## src/rtl/sktl_pkg.sv

```systemverilog
// shared constants and types for the sorted key table lookup unit
// no dependencies
`default_nettype none
package sktl_pkg;
	localparam int TableDepth = 1024;
	localparam int AddrW = $clog2(TableDepth);
	localparam int CntW = AddrW + 1;
	localparam int KeyW = 64;
	localparam int CodeW = 16;
	localparam int ScoreW = 14;
	localparam int TotW = CodeW + AddrW;
	localparam int EntryW = KeyW + 4 * CodeW;

	typedef enum logic [1:0] {
		OP_LOAD = 2'd0,
		OP_FIND = 2'd1,
		OP_BEST = 2'd2,
		OP_LEARN = 2'd3
	} op_t;

	localparam logic REG_ENTRIES = 1'b0;
	localparam logic REG_THRESH = 1'b1;

	// controller to datapath commands
	typedef struct packed {
		logic latch;      // capture input transaction
		logic srch_init;
		logic srch_step;  // consume read data for one search step
		logic rd_lo;      // read at lo
		logic rd_scan;    // read at scan pointer
		logic scan_init;
		logic scan_adv;
		logic tot_acc;
		logic div_init;
		logic div_step;
		logic best_upd;
		logic learn_wr;
		logic load_wr;
		logic fin_search;
		logic done;
	} ctl_t;

	typedef struct packed {
		logic srch_busy;  // lo < hi
		logic empty;
		logic scan_match; // read entry matches key and in range
		logic move_hit;
		logic div_done;
		logic slot_ok;
	} sts_t;
endpackage
`default_nettype wire

```

## src/rtl/sktl_ctrl.sv

```systemverilog
// controller state machine for the lookup unit
// depends on sktl_pkg
`default_nettype none
module sktl_ctrl (
	input  wire logic           clk,
	input  wire logic           arst_n,
	input  wire logic           start,
	input  wire logic [1:0]     op,
	input  sktl_pkg::sts_t      sts,
	output sktl_pkg::ctl_t      ctl,
	output logic                busy,
	output logic                done
);
	typedef enum logic [3:0] {
		S_IDLE, S_DISP, S_SRD, S_SSTEP, S_LRD, S_LCHK, S_TRD, S_TCHK,
		S_BRD, S_BCHK, S_DIV, S_BUPD, S_XRD, S_XCHK, S_DONE
	} state_t;
	state_t state_q;
	logic [1:0] op_q;

	always_comb begin
		ctl = '0;
		ctl.latch = (state_q == S_IDLE) && start;
		case (state_q)
			S_DISP: begin
				if (op_q == sktl_pkg::OP_LOAD) ctl.load_wr = 1'b1;
				else ctl.srch_init = 1'b1;
			end
			S_SSTEP: ctl.srch_step = sts.srch_busy;
			S_LRD: ctl.rd_lo = 1'b1;
			S_LCHK: ctl.fin_search = 1'b1;
			S_TRD: ctl.rd_scan = 1'b1;
			S_TCHK: begin
				ctl.rd_scan = 1'b1;
				if (sts.scan_match) begin
					ctl.tot_acc = 1'b1;
					ctl.scan_adv = 1'b1;
				end else begin
					ctl.scan_init = 1'b1;
				end
			end
			S_BRD: ctl.rd_scan = 1'b1;
			S_BCHK: begin
				ctl.rd_scan = 1'b1;
				ctl.div_init = sts.scan_match;
			end
			S_DIV: begin
				ctl.rd_scan = 1'b1;
				ctl.div_step = !sts.div_done;
			end
			S_BUPD: begin
				ctl.rd_scan = 1'b1;
				ctl.best_upd = 1'b1;
				ctl.scan_adv = 1'b1;
			end
			S_XRD: ctl.rd_scan = 1'b1;
			S_XCHK: begin
				ctl.rd_scan = 1'b1;
				if (sts.scan_match && sts.move_hit) ctl.learn_wr = 1'b1;
				else if (sts.scan_match) ctl.scan_adv = 1'b1;
			end
			S_DONE: ctl.done = 1'b1;
			default: ;
		endcase
	end

	always_ff @(posedge clk or negedge arst_n) begin
		if (!arst_n) begin
			state_q <= S_IDLE;
			op_q <= sktl_pkg::OP_LOAD;
			busy <= 1'b0;
			done <= 1'b0;
		end else begin
			done <= 1'b0;
			case (state_q)
				S_IDLE: if (start) begin
					state_q <= S_DISP;
					op_q <= op;
					busy <= 1'b1;
				end
				S_DISP: state_q <= (op_q == sktl_pkg::OP_LOAD) ? S_DONE : S_SRD;
				S_SRD: state_q <= sts.srch_busy ? S_SSTEP : S_LRD;
				S_SSTEP: state_q <= S_SRD;
				S_LRD: state_q <= S_LCHK;
				S_LCHK: begin
					if (op_q == sktl_pkg::OP_BEST) state_q <= S_TRD;
					else if (op_q == sktl_pkg::OP_LEARN) state_q <= S_XRD;
					else state_q <= S_DONE;
				end
				S_TRD: state_q <= S_TCHK;
				S_TCHK: state_q <= sts.scan_match ? S_TRD : S_BRD;
				S_BRD: state_q <= S_BCHK;
				S_BCHK: state_q <= sts.scan_match ? S_DIV : S_DONE;
				S_DIV: if (sts.div_done) state_q <= S_BUPD;
				S_BUPD: state_q <= S_BRD;
				S_XRD: state_q <= S_XCHK;
				S_XCHK: state_q <= (sts.scan_match && !sts.move_hit) ? S_XRD : S_DONE;
				S_DONE: begin
					state_q <= S_IDLE;
					busy <= 1'b0;
					done <= 1'b1;
				end
				default: state_q <= S_IDLE;
			endcase
		end
	end

	a_busy_done: assert property (@(posedge clk) disable iff (!arst_n)
		done |-> !busy) else $error("done while busy");
	a_start_busy: assert property (@(posedge clk) disable iff (!arst_n)
		(start && !busy) |=> busy) else $error("start not taken");
	a_done_pulse: assert property (@(posedge clk) disable iff (!arst_n)
		done |=> !done) else $error("done held");
endmodule
`default_nettype wire

```

## config.mk

```make
export PLATFORM = sky130hd
export DESIGN_NAME = sktl_ctrl
export DESIGN_NICKNAME = d
export VERILOG_FILES = /design/src/rtl/sktl_pkg.sv /design/src/rtl/sktl_ctrl.sv
export SDC_FILE = /design/constraint.sdc
export NUM_CORES = 1
export LEC_CHECK = 0
export ABC_CLOCK_PERIOD_IN_PS = 1600
export BUFFER_PORTS_ARGS = -buffer_cell sky130_fd_sc_hd__buf_2
export CORE_MARGIN = 2
export CORE_UTILIZATION = 30
export CTS_CLUSTER_DIAMETER = 80
export DETAILED_ROUTE_END_ITERATION = 10
export GPL_TIMING_DRIVEN = 0
export PLACE_DENSITY = 0.62
export SYNTH_ARGS = -nofsm -noshare
export SYNTH_HDL_FRONTEND = slang
export SYNTH_SLANG_ARGS = --single-unit
```

## constraint.sdc

```tcl
create_clock -name clk -period 1.6 [get_ports clk]
set_input_delay 0.16 -clock clk [delete_from_list [all_inputs] [get_ports clk]]
set_output_delay 0.16 -clock clk [all_outputs]
set_load 0.005 [all_outputs]
```

==> results by group <==
Routing
  • Via count: 670
  • DR DRC count: 0
  • Routed WL: 1.63 mm
  • WL/cell: 12.3 um
  • Initial DRC Count: 11
  • Antenna-violating nets left: 0
  • Vias/cell: 5.04
  • First-pass DRT Iterations: 4

Status
  • Violated checks: negative setup slack
  • Outcome: finished, violations left

Yosys
  • Top post-synthesis cells by count: dfrtp_1 (8), nand2_1 (8), nor2_1 (8)
  • Synth top area cells: dfrtp_1 (33%), nand2b_1 (7.2%), mux2_4 (4.9%), nand2_1 (4.9%), nor2_1 (4.9%)
  • Post-synth top flop: dfrtp_1
  • Asr flop ratio synth: 100%
  • Synth warnings: 0
  • Syn Std Cell Area: 612 um2
  • Post-synthesis cell type count: 33
  • Post-synth top area share: 32.7%
  • Synth Instances: 74
  • Post-synthesis sequential area ratio: 32.7%
  • Post-synth EDFFs: 0
  • Register bit total from synthesis: 8
  • Net count after synthesis: 85
  • Largest area contributor in the netlist: dfrtp_1
  • Mean Syn Cell Area: 8.27 um2

Clocking
  • Worst-skew pair later-pin latency: 240 ps
  • H-tree depth: 1
  • CTS tree: built
  • CTS sink count: 8
  • Maximum clock path buffer count: 2
  • Total CTS buffers: 3
  • Root Driver: clkbuf_4
  • Clk slew on worst S/H paths: 50 ps

Global routing
  • Initial antenna violation count: 0
  • Met1 Usage GRT: 17.2%
  • GRT Total Usage: 13.9%
  • GRT overflow: 0
  • Met2 Usage GRT: 23.9%
  • First-pass GRT wire length: 2.63 mm
  • Most crowded layer after global routing: met2
  • Vias in the first global route: 622
  • Routing usage on met3: 2.15%
  • Largest net degree at the start of global routing: 11

Cells and area
  • Reg area: 203 um2
  • Nets: 119
  • Fillcell total: 216
  • Share of layout cells above drive strength 1: 48.1%
  • Util after Layout: 45.3%
  • Multi-input gate area: 405 um2
  • Layout overhead on the synthesized area: 43.8%
  • Finished Cell Area: 880 um2
  • Diode count: 0

Pwr
  • Maximum vdd drop: 879 uV
  • Total power per unit cell area: 1860 nW/um2
  • Leak: 0.434 nW

STA
  • Fmax: 619 MHz
  • Slew Viols, Final: 0
  • Slew @ Worst Pin: 273 ps
  • RSZ-0062 raised after global routing: yes
  • Max Clock Skew: 0.511 ps
  • Relative slew slack: 81.8%
  • Minimum clock period: 1620 ps
  • Final Hold Fails: 0
  • Share of the cycle needed by the critical path after routing: 101%
  • Final setup fails: 1
  • Final Worst Setup Slack: -15.1 ps

Floorplanning
  • Die footprint: 2420 um2
  • I/O pin cnt: 28
  • Die W: 49.2 um
  • Initial Util: 31.5%
  • Die Height: 49.2 um
  • Core area: 1940 um2
  • Core Rows: 16

Worst setup path
  • Crit path capture type: primary output
  • Top Family by Delay on Critical Path: flip-flops
  • Crit-path slowest cell: dfrtp_2
  • Max incr delay on CP: 420 ps
  • Startpoint Class: register
  • CP Depth: 4
  • Critical path peak fanout: 4
  • WP buf/inv: 1
  • Worst path cell trace: or3b_1 -> a211oi_2 -> o21a_1 -> buf_2
  • Critical path required time: 1440 ps
  • Worst setup path class: register to primary output
  • Number of cells on the worst reg-to-reg path: 5
  • CP arrival: 1460 ps

Placement
  • Placer Congestion: 0.774
  • Post-DP Area: 771 um2
  • # port buffers: 25
  • DP HPWL: 1.18 mm

Worst hold path
  • Hold-critical path depth: 2
  • HP Class: input port to register

Flow run
  • Maxcap violations: 0
==> metrics by stage <==
step           hold WS, ps  total power (W)  instances  setup TNS [ps]  setup slack [ps]
3_3_place_gp          6.15          0.00128        126               0               174
3_5_place_dp          13.4          0.00129        126               0               162
5_1_grt                137          0.00177        133            -125             -96.1
4_1_cts                133          0.00157        134           -72.8             -72.8
6_report               142          0.00164        133           -15.1             -15.1
2_1_floorplan         -136          0.00104         74               0               300
==> final timing paths <==
check	from	endpoint	slack [ps]
max	state_q[1]	ctl[8]	-20
min	op[1]	op_q[1]	140
max reg2reg	state_q[3]	op_q[0]	180
min reg2reg	busy	busy	490
max in group asynchronous	arst_n	state_q[2]	1130
min in group asynchronous	arst_n	state_q[0]	280
==> layout by cell type (no fill, tap or decap), drive strengths merged, types with 2 or more instances in the layout <==
master  synthesis  routed
and3            3       3
nand2b          7       7
a21oi           2       2
clkbuf          0       4
a211oi          2       2
nor2b           2       2
nor3            4       4
a211o           2       2
mux2            2       2
nor2            9       9
buf             6      33
o21a            2       2
inv             2       2
nand2           8       8
o32ai           2       2
dfrtp           8       8
==> power by group <==
group | switching, W | leakage, nW | internal [W] | total (W)
Clock | 0.0000624 | 0.0138 | 0.0000854 | 0.000148
Sequential | 0.0000973 | 0.0955 | 0.000306 | 0.000404
Combinational | 0.000537 | 0.324 | 0.000547 | 0.00108
Total | 0.000697 | 0.434 | 0.000939 | 0.00164
==> state kept, by name, summed over array words and instances, names as in the netlist <==
signal and flops:
busy 1, state_q 4, op_q 2, done 1
==> metal layers <==
metal	wire (um)	vias to the layer above	share of wire, %
met4	8	0	0.49
li1	-	328	-
met3	96	2	5.9
met1	732	319	45
met2	793	21	49
met5	0	-	0
==> cell families after synthesis <==
kind of cell	Yosys count	share of synthesized area (%)
buf+inv	8	6.54
simple gates	39	33.7
compound gates	15	19.0
xor+xnor	1	1.43
mux	3	6.54
flops	8	32.7
==> worst reg2reg max path: stages, from the launching register on <==
cell and delay [ps]:
dfrtp_1 370, buf_6 120, buf_4 140, nor2_4 140
and3_4 240, mux2_4 300
==> cell type report <==
cell class | count | share of cell area [%]
well taps | 27 | 3.84
clock buffers | 3 | 2.56
multi-input cells | 58 | 46.1
plain buffers | 5 | 4.84
inverters | 2 | 0.853
repair buffers | 30 | 18.8
flip-flops and latches | 8 | 23.0
==> timing repair <==
item | 4_1_cts | 5_1_grt
hold buffers | 1 | 0
gates resized for setup | 6 | 10
endpoints found under the hold margin | 8 | 0
setup buffers | 4 | 0
setup endpoints to repair | 2 | 7
pin swaps | 3 | 3
Power figures use the tool's default switching activity.
